$ cat config.mk
export PLATFORM = sky130hd
export DESIGN_NAME = cc20_front
export DESIGN_NICKNAME = d
export VERILOG_FILES = /design/src/rtl/cc20_pkg.sv /design/src/rtl/cc20_front.sv
export SDC_FILE = /design/constraint.sdc
export NUM_CORES = 1
export LEC_CHECK = 0
export BUFFER_PORTS_ARGS = -buffer_cell sky130_fd_sc_hd__buf_2
export CORE_MARGIN = 3
export CORE_UTILIZATION = 30
export CTS_BUF_LIST = sky130_fd_sc_hd__clkbuf_4 sky130_fd_sc_hd__clkbuf_8
export DETAILED_ROUTE_END_ITERATION = 7
export GPL_ROUTABILITY_DRIVEN = 0
export PLACE_DENSITY = 0.57
export SLEW_MARGIN = 30
export SYNTH_ARGS = -nofsm -noshare
export SYNTH_HDL_FRONTEND = slang
export SYNTH_SLANG_ARGS = --single-unit
$ cat constraint.sdc
create_clock -name clk -period 3.1 [get_ports clk]
set_clock_uncertainty 0.15 [all_clocks]
set_input_delay 0.155 -clock clk [delete_from_list [all_inputs] [get_ports clk]]
set_output_delay 0.155 -clock clk [all_outputs]
set_load 0.01 [all_outputs]
$ cat src/rtl/cc20_pkg.sv
package cc20_pkg;

    localparam int DOUBLE_ROUNDS_DEF = 10;

    localparam logic [31:0] SIGMA0 = 32'h61707865;
    localparam logic [31:0] SIGMA1 = 32'h3320646e;
    localparam logic [31:0] SIGMA2 = 32'h79622d32;
    localparam logic [31:0] SIGMA3 = 32'h6b206574;

    localparam logic       REQ_SEED = 1'b0;
    localparam logic       REQ_GEN  = 1'b1;
    localparam logic [3:0] IDX_FIRST = 4'd0;
    localparam logic [3:0] IDX_LAST  = 4'd11;
    localparam logic [6:0] BLOCK_BYTES = 7'd64;

    typedef struct packed {
        logic        req_type;
        logic [3:0]  seed_index;
        logic [31:0] entropy_word;
        logic [31:0] personal_word;
        logic [6:0]  byte_count;
    } in_item_t;

    typedef struct packed {
        logic [7:0] rand_byte;
        logic       status;
        logic       last;
    } out_item_t;

    // Classified command handed from the front part to the back part.
    typedef struct packed {
        logic        is_gen;
        logic [3:0]  seed_index;
        logic [31:0] word;
        logic [6:0]  count;
    } cmd_t;

    function automatic logic [31:0] rotl(input logic [31:0] v, input int s);
        rotl = (v << s) | (v >> (32 - s));
    endfunction

    function automatic logic [127:0] quarter(input logic [127:0] q);
        logic [31:0] a;
        logic [31:0] b;
        logic [31:0] c;
        logic [31:0] d;
        a = q[31:0];
        b = q[63:32];
        c = q[95:64];
        d = q[127:96];
        a = a + b; d = rotl(d ^ a, 16);
        c = c + d; b = rotl(b ^ c, 12);
        a = a + b; d = rotl(d ^ a, 8);
        c = c + d; b = rotl(b ^ c, 7);
        quarter = {d, c, b, a};
    endfunction

endpackage

$ cat src/rtl/cc20_front.sv
module cc20_front (
    input  logic              clk,
    input  logic              rst_n,
    input  logic              push,
    output logic              full,
    input  cc20_pkg::in_item_t in_item,
    output logic              cmd_valid,
    input  logic              cmd_pop,
    output cc20_pkg::cmd_t    cmd
);
    import cc20_pkg::*;

    // Two-entry command queue.
    cmd_t       q_reg [2];
    logic [1:0] cnt_reg;
    logic       rd_reg;
    logic       wr_reg;
    cmd_t       new_cmd;
    logic       do_push;
    logic       do_pop;

    assign full      = (cnt_reg == 2'd2);
    assign cmd_valid = (cnt_reg != 2'd0);
    assign cmd       = q_reg[rd_reg];
    assign do_push   = push && !full;
    assign do_pop    = cmd_pop && cmd_valid;

    always_comb
    begin
        new_cmd.is_gen     = (in_item.req_type == REQ_GEN);
        new_cmd.seed_index = in_item.seed_index;
        new_cmd.word       = in_item.entropy_word ^ in_item.personal_word;
        new_cmd.count      = (in_item.byte_count > BLOCK_BYTES) ? BLOCK_BYTES
                                                                : in_item.byte_count;
    end

    always_ff @(posedge clk)
    begin
        if (do_push)
        begin
            q_reg[wr_reg] <= new_cmd;
        end
    end

    always_ff @(posedge clk or negedge rst_n)
    begin
        if (!rst_n)
        begin
            cnt_reg <= 2'd0;
            rd_reg  <= 1'b0;
            wr_reg  <= 1'b0;
        end
        else
        begin
            if (do_push)
            begin
                wr_reg <= ~wr_reg;
            end
            if (do_pop)
            begin
                rd_reg <= ~rd_reg;
            end
            cnt_reg <= cnt_reg + {1'b0, do_push} - {1'b0, do_pop};
        end
    end
endmodule

# Word level (Yosys, flattened, before mapping)
# Memories as Yosys holds them, arrays and structs flattened.
# Cells that the tools add are included.
dict set report word_totals {
  regBits 4
  mem_bits_rw 88
  input_bits 80
  out_inout_bits 46
  memories 1
}
dict set report op_classes {
  addsub 2
  magnitude_cmp 1
  eq_ne 1
  mux 3
  n_bitwise 3
  reduce_logical 4
}
# name depth width read_ports rd_ports_with_merged_regs write_ports line
set memory_table {}
lappend memory_table {q_reg 2 44 1 0 1 cc20_front.sv:14} ;# cmd_t q_reg [2];
# op count
set ops {}
lappend ops {{$xor 32x32->32} 1}
lappend ops {{$gt 7x7->1 const B} 1}
lappend ops {{$mux 7} 1}
lappend ops {{$add 2x1->2} 1}
lappend ops {{$eq 2x2->1 const B} 1}
lappend ops {{$logic_and 1x1->1} 2}
lappend ops {{$mux 1} 2}
lappend ops {{$not 1->1} 2}
lappend ops {{$reduce_bool 2->1} 1}
lappend ops {{$sub 2x1->2} 1}
lappend ops {{$logic_not 1->1} 1}

# Logic depth before layout (Yosys ltp)
# Gate-level depths: netlist (run 1).
dict set report depth {
  depth_word 5
  mapped_depth 7
  mapped_depth_nobuf 7
}

# Worst setup path after synthesis (run 1)
# OpenSTA, ideal clock, no wires.
dict set report synth_timing {
  kind {reg-to-reg}
  start {register cnt_reg[1]}
  end {memory q_reg[0][0] (netlist bit) (enable)}
  setup_time_ns 0.445
  t_arrival_ns 2.439
  required_time_ns 2.505
  slack_ns 0.065
  stages_incl_launch_ff 4
  path_buffers 0
  period_less_slack_ns 3.035
  cell_sequence {dfrtp_1 nand2b_1 nand2_1 nor2_1}
}
dict set report synth_via {
  elab_chain_cells 5
}
# item line
set synth_lines {}
lappend synth_lines {{start, declared} cc20_front.sv:15} ;# logic [1:0] cnt_reg;
lappend synth_lines {{start signal, assigned} cc20_front.sv:63} ;# cnt_reg <= cnt_reg + {1'b0, do_push} - {1'b0, do_pop};
lappend synth_lines {{$eq 2x2->1} cc20_front.sv:22} ;# assign full = (cnt_reg == 2'd2);
lappend synth_lines {{$logic_not 1->1} cc20_front.sv:25} ;# assign do_push = push && !full;
lappend synth_lines {{$logic_and 1x1->1} cc20_front.sv:25}
lappend synth_lines {{$mux 1} cc20_front.sv:39} ;# if (do_push)
lappend synth_lines {{$mux 1 (not written as such)} cc20_front.sv:41} ;# q_reg[wr_reg] <= new_cmd;
lappend synth_lines {{end, declared} cc20_front.sv:14}
# Every way passes these cells.

==> flow_summary.json, run 1 <==
{
  "status": "finished clean",
  "layout_commonest_cell": "buf_2",
  "met1_usage_pct": 12.1,
  "rrSetupSlack_ns": 1.12,
  "grt_pass1_wl_um": 12100,
  "synth_seq_cells": 92,
  "grt.busiest_layer": "met2",
  "rsz0062_at_grt": "no",
  "dieHeight_um": 120,
  "start_kind": "register",
  "ant_nets": 0,
  "cp_slowest_cell": "dfrtp_2",
  "grt_pass1_vias": 2556,
  "r2r_cells": 3,
  "grt_use_met2_pct": 19.5,
  "core_sq_um": 12300,
  "overflow": 0,
  "critPathTopFamily": "flip-flops",
  "required_ns": 2.79,
  "p_sw_uw": 1230,
  "die_width_um": 120,
  "track_usage_pct": 10.9,
  "dr_total_vias": 2331,
  "drc": 0,
  "synth.distinct_cells": 17,
  "path_buf_inv": 2,
  "timing.final.crit_period_ns": 2.31,
  "num_antenna_cells": 0,
  "antenna_found_initial": 0,
  "syn_area_sq_um": 3860,
  "power_uw": 4080,
  "max_stage_delay_ns": 0.82,
  "whs_path_depth": 2,
  "hold_class": "primary input to register",
  "finalHoldViolations": 0,
  "largest_reg_flops": 88,
  "cts_max_level": 3,
  "cp_num_cells": 3,
  "cap_violations": 0,
  "worstPathMaxFanout": 25,
  "max_slew_margin_pct": 53.4,
  "layout-drive-gt1-share_pct": 45.6,
  "dr.pass1.iters": 4,
  "placed_area_sq_um": 4690,
  "fmax_mhz": 432,
  "die_area_sq_um": 14300,
  "switching_share_pct": 30.2,
  "wire_per_inst_um": 12.7,
  "io_buffers": 125,
  "power.internal_uw": 2850,
  "fin_hold_ws_ns": 0.0192,
  "final_area_sq_um": 5640,
  "ys_seq_area_share_pct": 71.0,
  "synthCells": 194,
  "clk_latency_ns": 0.34,
  "post-route-util_pct": 45.8,
  "ioPinCount": 126,
  "start_util_pct": 31.4,
  "sequentialPowerShare_pct": 46.0,
  "crit_chain": "buf_12 > mux2_1 > buf_2",
  "vias_per_cell": 4.03,
  "setup_violations": 0,
  "grt_use_met3_pct": 2.45,
  "finalCritPeriodShare_pct": 74.7,
  "final_nets": 487,
  "fp-row-count": 40,
  "cts_buffers": 9,
  "postCtsSetupBuffers": 0,
  "tightest_slew_ns": 0.699,
  "drv_slew": 0,
  "clkPwrFrac_pct": 17.3,
  "layout_common_cells": "buf_2 (125), edfxtp_1 (88), dlygate4sd3_1 (78)",
  "path_clk_slew_ns": 0.08,
  "tns_ns": 0,
  "drt_iter0_markers": 110,
  "yosys_warnings": 0,
  "syn_to_final_growth_pct": 45.9,
  "cts.path.max_buffers": 2,
  "endpoint_kind": "output port",
  "path_class": "register to output port",
  "cts_root_buf": "clkbuf_8",
  "cts.sinks": 92,
  "powerDensity_nw_per_um2": 724,
  "synth.avg_cell_area_sq_um": 19.9,
  "routed_wl_um": 7340,
  "leakagePower_uw": 0.00234,
  "cts_tree": "done",
  "ir_drop_v": 0.000263,
  "critical_path_arrival_ns": 2.01,
  "grt_max_degree": 45,
  "synth_nets": 276,
  "power_frac_comb_pct": 36.6
}
## layout make-up
cell class	instances	area [sq um]
clock buffer	10	131
clock inverter	6	40.0
fill	1123	6670
inverter	2	7.51
multi-input combinational	94	1060
sequential	92	2740
tap	168	210
timing repair buffer	206	1440
## repair_timing
item,in CTS,in global routing
hold buffers,78,0
hold endpoints to repair,90,0
resized for setup,0,0
## power by group through the flow
| stage | Clock, uW | Sequential [uW] | Combinational [uW] |
|---|---|---|---|
| 3_5_place_dp | 0 | 1920 | 1430 |
| 4_1_cts | 746 | 1890 | 1540 |
| 6_report | 708 | 1880 | 1500 |
| 5_1_grt | 799 | 1920 | 1630 |
| 3_3_place_gp | 0 | 1900 | 1420 |
| 2_1_floorplan | 0 | 1820 | 1030 |
## synth_stat cells
library cell / instances / area, sq um
and2_4: 1 / 8.76
and3_1: 1 / 6.26
buf_6: 5 / 56.3
clkbuf_1: 1 / 3.75
dfrtp_1: 4 / 100
edfxtp_1: 88 / 2640
ha_1: 2 / 25.0
inv_1: 2 / 7.51
mux2_1: 5 / 56.3
mux2_4: 39 / 586
nand2_1: 1 / 3.75
nand2b_1: 1 / 6.26
nor2_1: 1 / 3.75
nor2b_1: 6 / 37.5
or2_1: 1 / 6.26
xnor2_1: 3 / 26.3
xor2_1: 33 / 289
## cell families (layout without fill, tap and decap cells)
kind of cell / Yosys count / count (layout) / share of synthesized area [%]
XOR/XNOR: 36 / 36 / 8.16
multiplexers: 44 / 44 / 16.6
buffers and inverters: 8 / 224 / 1.75
flip-flops: 92 / 92 / 71.0
AND/OR/NAND/NOR: 12 / 12 / 1.88
adder cells (fa/ha/maj): 2 / 2 / 0.647
## stage by stage
| stage | cells | setup slack (ns) |
|---|---|---|
| floorplan | 194 | 0.0653 |
| global placement | 484 | 1.12 |
| detailed placement | 484 | 1.09 |
| CTS | 578 | 0.728 |
| global route | 578 | 0.672 |
| finish | 578 | 0.785 |
## worst paths after layout
check	from	endpoint
max	rd_reg	cmd[38]
min	in_item[1]	q_reg[0][1]
max reg2reg	cnt_reg[1]	q_reg[1][6]
min reg2reg	cnt_reg[0]	cnt_reg[0]
max in group asynchronous	rst_n	rd_reg
min in group asynchronous	rst_n	rd_reg
## worst register-to-register path, cell delays in order (launching register included)
cell and delay (ns):
dfrtp_1 0.42, nand2b_1 0.12, and3_2 0.49, buf_4 0.44
## per-layer routing
layer,vias to the layer above,part of all wire (%)
li1,1140,-
met1,1101,40
met2,79,52
met3,11,5.4
met4,0,2.2
met5,-,0
(Power assumes the default switching activity.)
==> inputs of run 2 (changes only) <==
Settings changed: ABC_AREA from default to 1.
Clock period 3.1 ns to 1.9 ns, I/O delays scaled along.
==> run 2 against run 1 <==
Cell count increased by 19%. Sequential power increased by 57%. Synthesized cell count increased by 58%. Non-clock buffer count increased by 5. Die area decreased by 0.95%. Synthesized area decreased by 1.0%. Largest cell class unchanged.
==> flow_summary.json, run 2 <==
{
  "placed_area_sq_um": 4630,
  "ant_nets": 0,
  "dr.pass1.iters": 6,
  "routed_wl_um": 8130,
  "synth_flop_cell": "edfxtp_1",
  "setup_violations": 0,
  "clk_latency_ns": 0.35,
  "yosys_warnings": 0,
  "critical_path_arrival_ns": 1.43,
  "whs_endpoint": "q_reg[0][43]",
  "tightest_slew_ns": 0.373,
  "path_clk_slew_ns": 0.09,
  "finalHoldViolations": 0,
  "grt_pass1_vias": 2916,
  "regToRegStartpoint": "cnt_reg[1]",
  "power_uw": 6740,
  "die_width_um": 119,
  "min_from": "in_item[75]",
  "synth-edff-count": 88,
  "synth_top_area_share_pct": 69.1,
  "dieHeight_um": 119,
  "fp-row-count": 40,
  "synthXorXnorAreaFrac_pct": 8.01,
  "core_sq_um": 12300,
  "timing.final.crit_period_ns": 1.67,
  "powerDensity_nw_per_um2": 1200,
  "synth_commonest_cells": "nand2_1 (137), edfxtp_1 (88), xor2_1 (34), inv_1 (11), a21oi_1 (6)",
  "synth_top_family_by_area": "simple AND/OR/NAND/NOR gates",
  "layout-drive-gt1-share_pct": 29.9,
  "endpoint_kind": "output port",
  "synth.distinct_cells": 18,
  "largest_reg_flops": 88,
  "num_antenna_cells": 0,
  "cts_root_buf": "clkbuf_8",
  "synth-compound-area-share_pct": 1.41,
  "ioPinCount": 126,
  "io_buffers": 125,
  "hold_buffers": 80,
  "synthAdderAreaFrac_pct": 0.654,
  "final_area_sq_um": 5630,
  "postCtsSetupBuffers": 0,
  "antenna_found_initial": 0,
  "track_usage_pct": 11.9,
  "synth_seq_cells": 92,
  "whs_path_depth": 2,
  "synth-simple-area-share_pct": 14.4,
  "dp_slack_ns": 0.248,
  "leakagePower_uw": 0.00249,
  "finalWorstSetupSlack_ns": 0.226,
  "cts.path.max_buffers": 2,
  "tns_ns": 0,
  "cts_buffers": 9,
  "wire_per_inst_um": 11.8,
  "post-route-util_pct": 45.9,
  "start_kind": "register",
  "drv_slew": 0,
  "r2r_cells": 4,
  "max_slew_margin_pct": 75.2,
  "rsz0062_at_grt": "no",
  "worstPathMaxFanout": 45,
  "drt_iter0_markers": 137,
  "yosys-top-cells-area": "edfxtp_1 (69%), nand2_1 (13%), xor2_1 (7.8%)",
  "hpwl_um": 5310,
  "ir_drop_v": 0.000625,
  "fmax_mhz": 597,
  "status": "finished clean",
  "start_util_pct": 31.2,
  "overflow": 0,
  "hold_class": "primary input to register",
  "final_nets": 600,
  "grt_max_degree": 46,
  "die_area_sq_um": 14100,
  "synth.area.mux_share_pct": 0,
  "ys_seq_area_share_pct": 71.7,
  "cts_resized": 0,
  "cts_max_level": 3,
  "ys_async_sr_fraction_pct": 4.35,
  "layout_commonest_cell": "nand2_1",
  "layout_common_cells": "nand2_1 (137), buf_2 (125), edfxtp_1 (88)",
  "synthCells": 306,
  "syn_area_sq_um": 3830,
  "cap_violations": 0,
  "cts_tree": "done",
  "yosysMostFrequentCell": "nand2_1",
  "synth.avg_cell_area_sq_um": 12.5,
  "drc": 0,
  "vias_per_cell": 4.03,
  "finalCritPeriodShare_pct": 88.1,
  "yosysTopAreaCell": "edfxtp_1",
  "required_ns": 1.65,
  "synth_nets": 388,
  "dr_total_vias": 2781,
  "syn_to_final_growth_pct": 47.1,
  "path_class": "register to output port",
  "rrSetupSlack_ns": 0.23,
  "grt_pass1_wl_um": 13500,
  "r2r_end": "q_reg[0][37]",
  "cts.sinks": 92
}
==> run 2: changes by cell type after synthesis, sizes merged, moves of 2 or more <==
cell / change
a21oi: +6
buf: +4
inv: +12
mux2: -44
nand2: +138
nor2: +4
nor2b: -6
xnor2: -2
==> run 2: cell type report <==
| class | count | area (sq um) |
|---|---|---|
| Sequential cell | 92 | 2750 |
| Tap cell | 168 | 210 |
| Clock inverter | 5 | 63.8 |
| Fill cell | 1129 | 6640 |
| Timing Repair Buffer | 211 | 1470 |
| Inverter | 14 | 61.3 |
| Clock buffer | 10 | 131 |
| Multi-Input combinational cell | 190 | 943 |
==> run 2: power by group <==
part | internal, uW | switching [uW] | total, uW
registers | 2810 | 145 | 2960
logic | 950 | 1560 | 2510
clock network | 622 | 648 | 1270
==> run 2: per-stage QoR <==
step	hold slack [ns]	std cells
3_3_place_gp	-0.242	595
5_1_grt	0.308	690
2_1_floorplan	-0.351	306
4_1_cts	0.313	690
3_5_place_dp	-0.244	595
6_report	0.339	690
==> run 2: how the worst max path moves through the flow <==
stage          depth (start not counted)           end       start  slack [ns]
6_report                               4       cmd[28]      rd_reg        0.23
5_1_grt                                4       cmd[42]      rd_reg        0.08
4_1_cts                                4       cmd[28]      rd_reg        0.17
3_5_place_dp                           4  q_reg[0][18]  cnt_reg[1]        0.25
3_3_place_gp                           4  q_reg[0][18]  cnt_reg[1]        0.26
2_1_floorplan                          3   q_reg[0][0]  cnt_reg[1]       -0.08
==> run 2: critical path, stage by stage (launching register included) <==
cell	delay [ns]
dfrtp_2	0.45
inv_6	0.28
nand2_1	0.09
nand2_1	0.10
buf_2	0.14
==> run 2: logic make-up (layout without fill, tap and decap cells) <==
group	Yosys count	in the layout
and+or+nand+nor	145	145
DFF	92	92
adders and majority gates	2	2
buffers and inverters	24	240
xor gates and xnor gates	35	35
AOI/OAI and AO/OA	8	8
==> run 2: routing by layer <==
layer | vias up | global-route usage [%] | wire length [um]
met5 | - | 0 | 0
met4 | 0 | 3.26 | 91
met3 | 8 | 3.32 | 481
met2 | 88 | 21.0 | 4110
met1 | 1261 | 14.2 | 3450
li1 | 1424 | - | -
==> inputs of run 3 (changes only) <==
Settings changed: MAX_ROUTING_LAYER from default to met4, PLACE_DENSITY 0.57 to 0.55.
==> run 3 against run 2 <==
Global-route usage rose by 0.33 points. First-iteration DRC count fell by 3.6%. Cell count fell by 0.29%. Sequential power hardly changed. Utilization is 0.14 points lower. Combinational power is essentially flat. Sequential cell count unchanged. Critical path depth unchanged. Critical path type unchanged.
==> flow_summary.json, run 3 (synthesis results as in run 2) <==
{
  "dieHeight_um": 119,
  "postCtsSetupBuffers": 0,
  "largest_reg_flops": 88,
  "cts_buffers": 9,
  "endpoint_kind": "output port",
  "cp_slowest_cell": "dfrtp_2",
  "hold_class": "register to register",
  "layout_common_cells": "nand2_1 (137), buf_2 (125), edfxtp_1 (88)",
  "layout-drive-gt1-share_pct": 29.6,
  "wire_per_inst_um": 11.6,
  "leakagePower_uw": 0.00248,
  "track_usage_pct": 12.2,
  "finalWorstSetupSlack_ns": 0.203,
  "num_antenna_cells": 0,
  "rrSetupSlack_ns": 0.27,
  "required_ns": 1.65,
  "start_kind": "register",
  "p_sw_uw": 2300,
  "clkPwrFrac_pct": 16.9,
  "syn_to_final_growth_pct": 46.6,
  "max_slew_margin_pct": 78.8,
  "fmax_mhz": 589,
  "fp-row-count": 40,
  "grt_pass1_vias": 2872,
  "io_buffers": 125,
  "setup_violations": 0,
  "post-route-util_pct": 45.7,
  "die_width_um": 119,
  "critical_path_arrival_ns": 1.45,
  "cts.path.max_buffers": 2,
  "drt_iter0_markers": 132,
  "drc": 0,
  "status": "finished clean",
  "ir_drop_v": 0.000552,
  "seq_area_sq_um": 2750,
  "power_frac_comb_pct": 37.9,
  "overflow": 0,
  "multiInputGateArea_sq_um": 943,
  "cts_max_level": 3,
  "cts_tree": "done",
  "layout_commonest_cell": "nand2_1",
  "dr.pass1.iters": 4,
  "sequentialPowerShare_pct": 45.2,
  "rsz0062_at_grt": "no",
  "path_clk_slew_ns": 0.08,
  "max_stage_delay_ns": 0.52,
  "hpwl_um": 4810,
  "switching_share_pct": 34.9,
  "grt_max_degree": 46,
  "routed_wl_um": 7980,
  "finalHoldViolations": 0,
  "ioPinCount": 126,
  "drv_slew": 0,
  "powerDensity_nw_per_um2": 1180,
  "worstPathMaxFanout": 45,
  "cap_violations": 0,
  "crit_chain": "inv_8 > nand2_1 > nand2_1 > buf_2",
  "cts.sinks": 92,
  "die_area_sq_um": 14100,
  "vias_per_cell": 4.06,
  "timing.final.crit_period_ns": 1.70,
  "core_sq_um": 12300,
  "final_nets": 598,
  "tightest_slew_ns": 0.316,
  "cpMostUsedCell": "nand2_1",
  "ant_nets": 0,
  "dp_slack_ns": 0.289,
  "dr_total_vias": 2791,
  "path_class": "register to output port",
  "grt_pass1_wl_um": 13300,
  "clk_latency_ns": 0.35,
  "power.internal_uw": 4300,
  "finalCritPeriodShare_pct": 89.3,
  "antenna_found_initial": 0,
  "cts_root_buf": "clkbuf_8",
  "num-fill-cells": 1137,
  "tns_ns": 0,
  "start_util_pct": 31.2
}
==> run 3: changes by cell type in the layout (fill, tap and decap cells not counted) <==
cell        before  now
buf_12           0    2
clkinv_2         0    3
buf_6            0    1
clkinvlp_4       2    1
bufinv_16        1    0
inv_8            0    1
clkinv_4         3    0
clkbuf_4         1    3
buf_4            6    1
inv_6            1    0
==> run 3: layer usage <==
layer / GRT usage (%) / vias to the layer above / routed length, um
met3: 4.46 / 6 / 493
met1: 12.9 / 1277 / 3250
li1: - / 1423 / -
met4: 2.82 / 0 / 57
met2: 21.8 / 85 / 4180
met5: - / - / 0
==> run 3: power by group through the flow <==
stage	logic (uW)	registers [uW]	clock network (uW)
floorplan	1530	2970	0
finish	2500	2980	1110
detailed placement	2400	3030	0
global placement	2380	3020	0
CTS	2580	2990	1170
global route	2850	3030	1260
==> run 3: final timing paths <==
kind | from | endpoint | depth (start not counted)
setup / recovery | rd_reg | cmd[5] | 4
hold / removal | wr_reg | wr_reg | 2
setup reg to reg | cnt_reg[1] | q_reg[0][19] | 4
hold reg to reg | wr_reg | wr_reg | 2
max in group asynchronous | rst_n | rd_reg | 3
min in group asynchronous | rst_n | cnt_reg[1] | 3
==> run 3: timing repair <==
action                     4_1_cts  5_1_grt
setup endpoints to repair        0       10
hold endpoints to repair        94        0
hold buffers                    80        0
resized for setup                0        2
==> run 3: layout make-up <==
type	instances	share of cell area, %
clock buffers	12	2.61
multi-input cells	190	16.8
clock inverters	3	0.268
repair buffers	209	26.5
inverters	14	1.14
flip-flops and latches	92	48.9
well taps	168	3.75
==> run 3: worst max-delay path: cells and delay by family, from the launching register on <==
kind | cells | cell delay, ns
buffers and inverters | 2 | 0.37
flip-flops | 1 | 0.52
AND/OR/NAND/NOR | 2 | 0.17
==> run 3: stage by stage <==
step	power, uW	hold slack (ns)	instance area, sq um	cells
after global routing	7140	0.318	5610	688
final	6600	0.339	5610	688
after detailed placement	5430	-0.243	4640	593
after CTS	6740	0.311	5600	688
after global placement	5390	-0.244	4640	593
after floorplan	4500	-0.351	3840	306
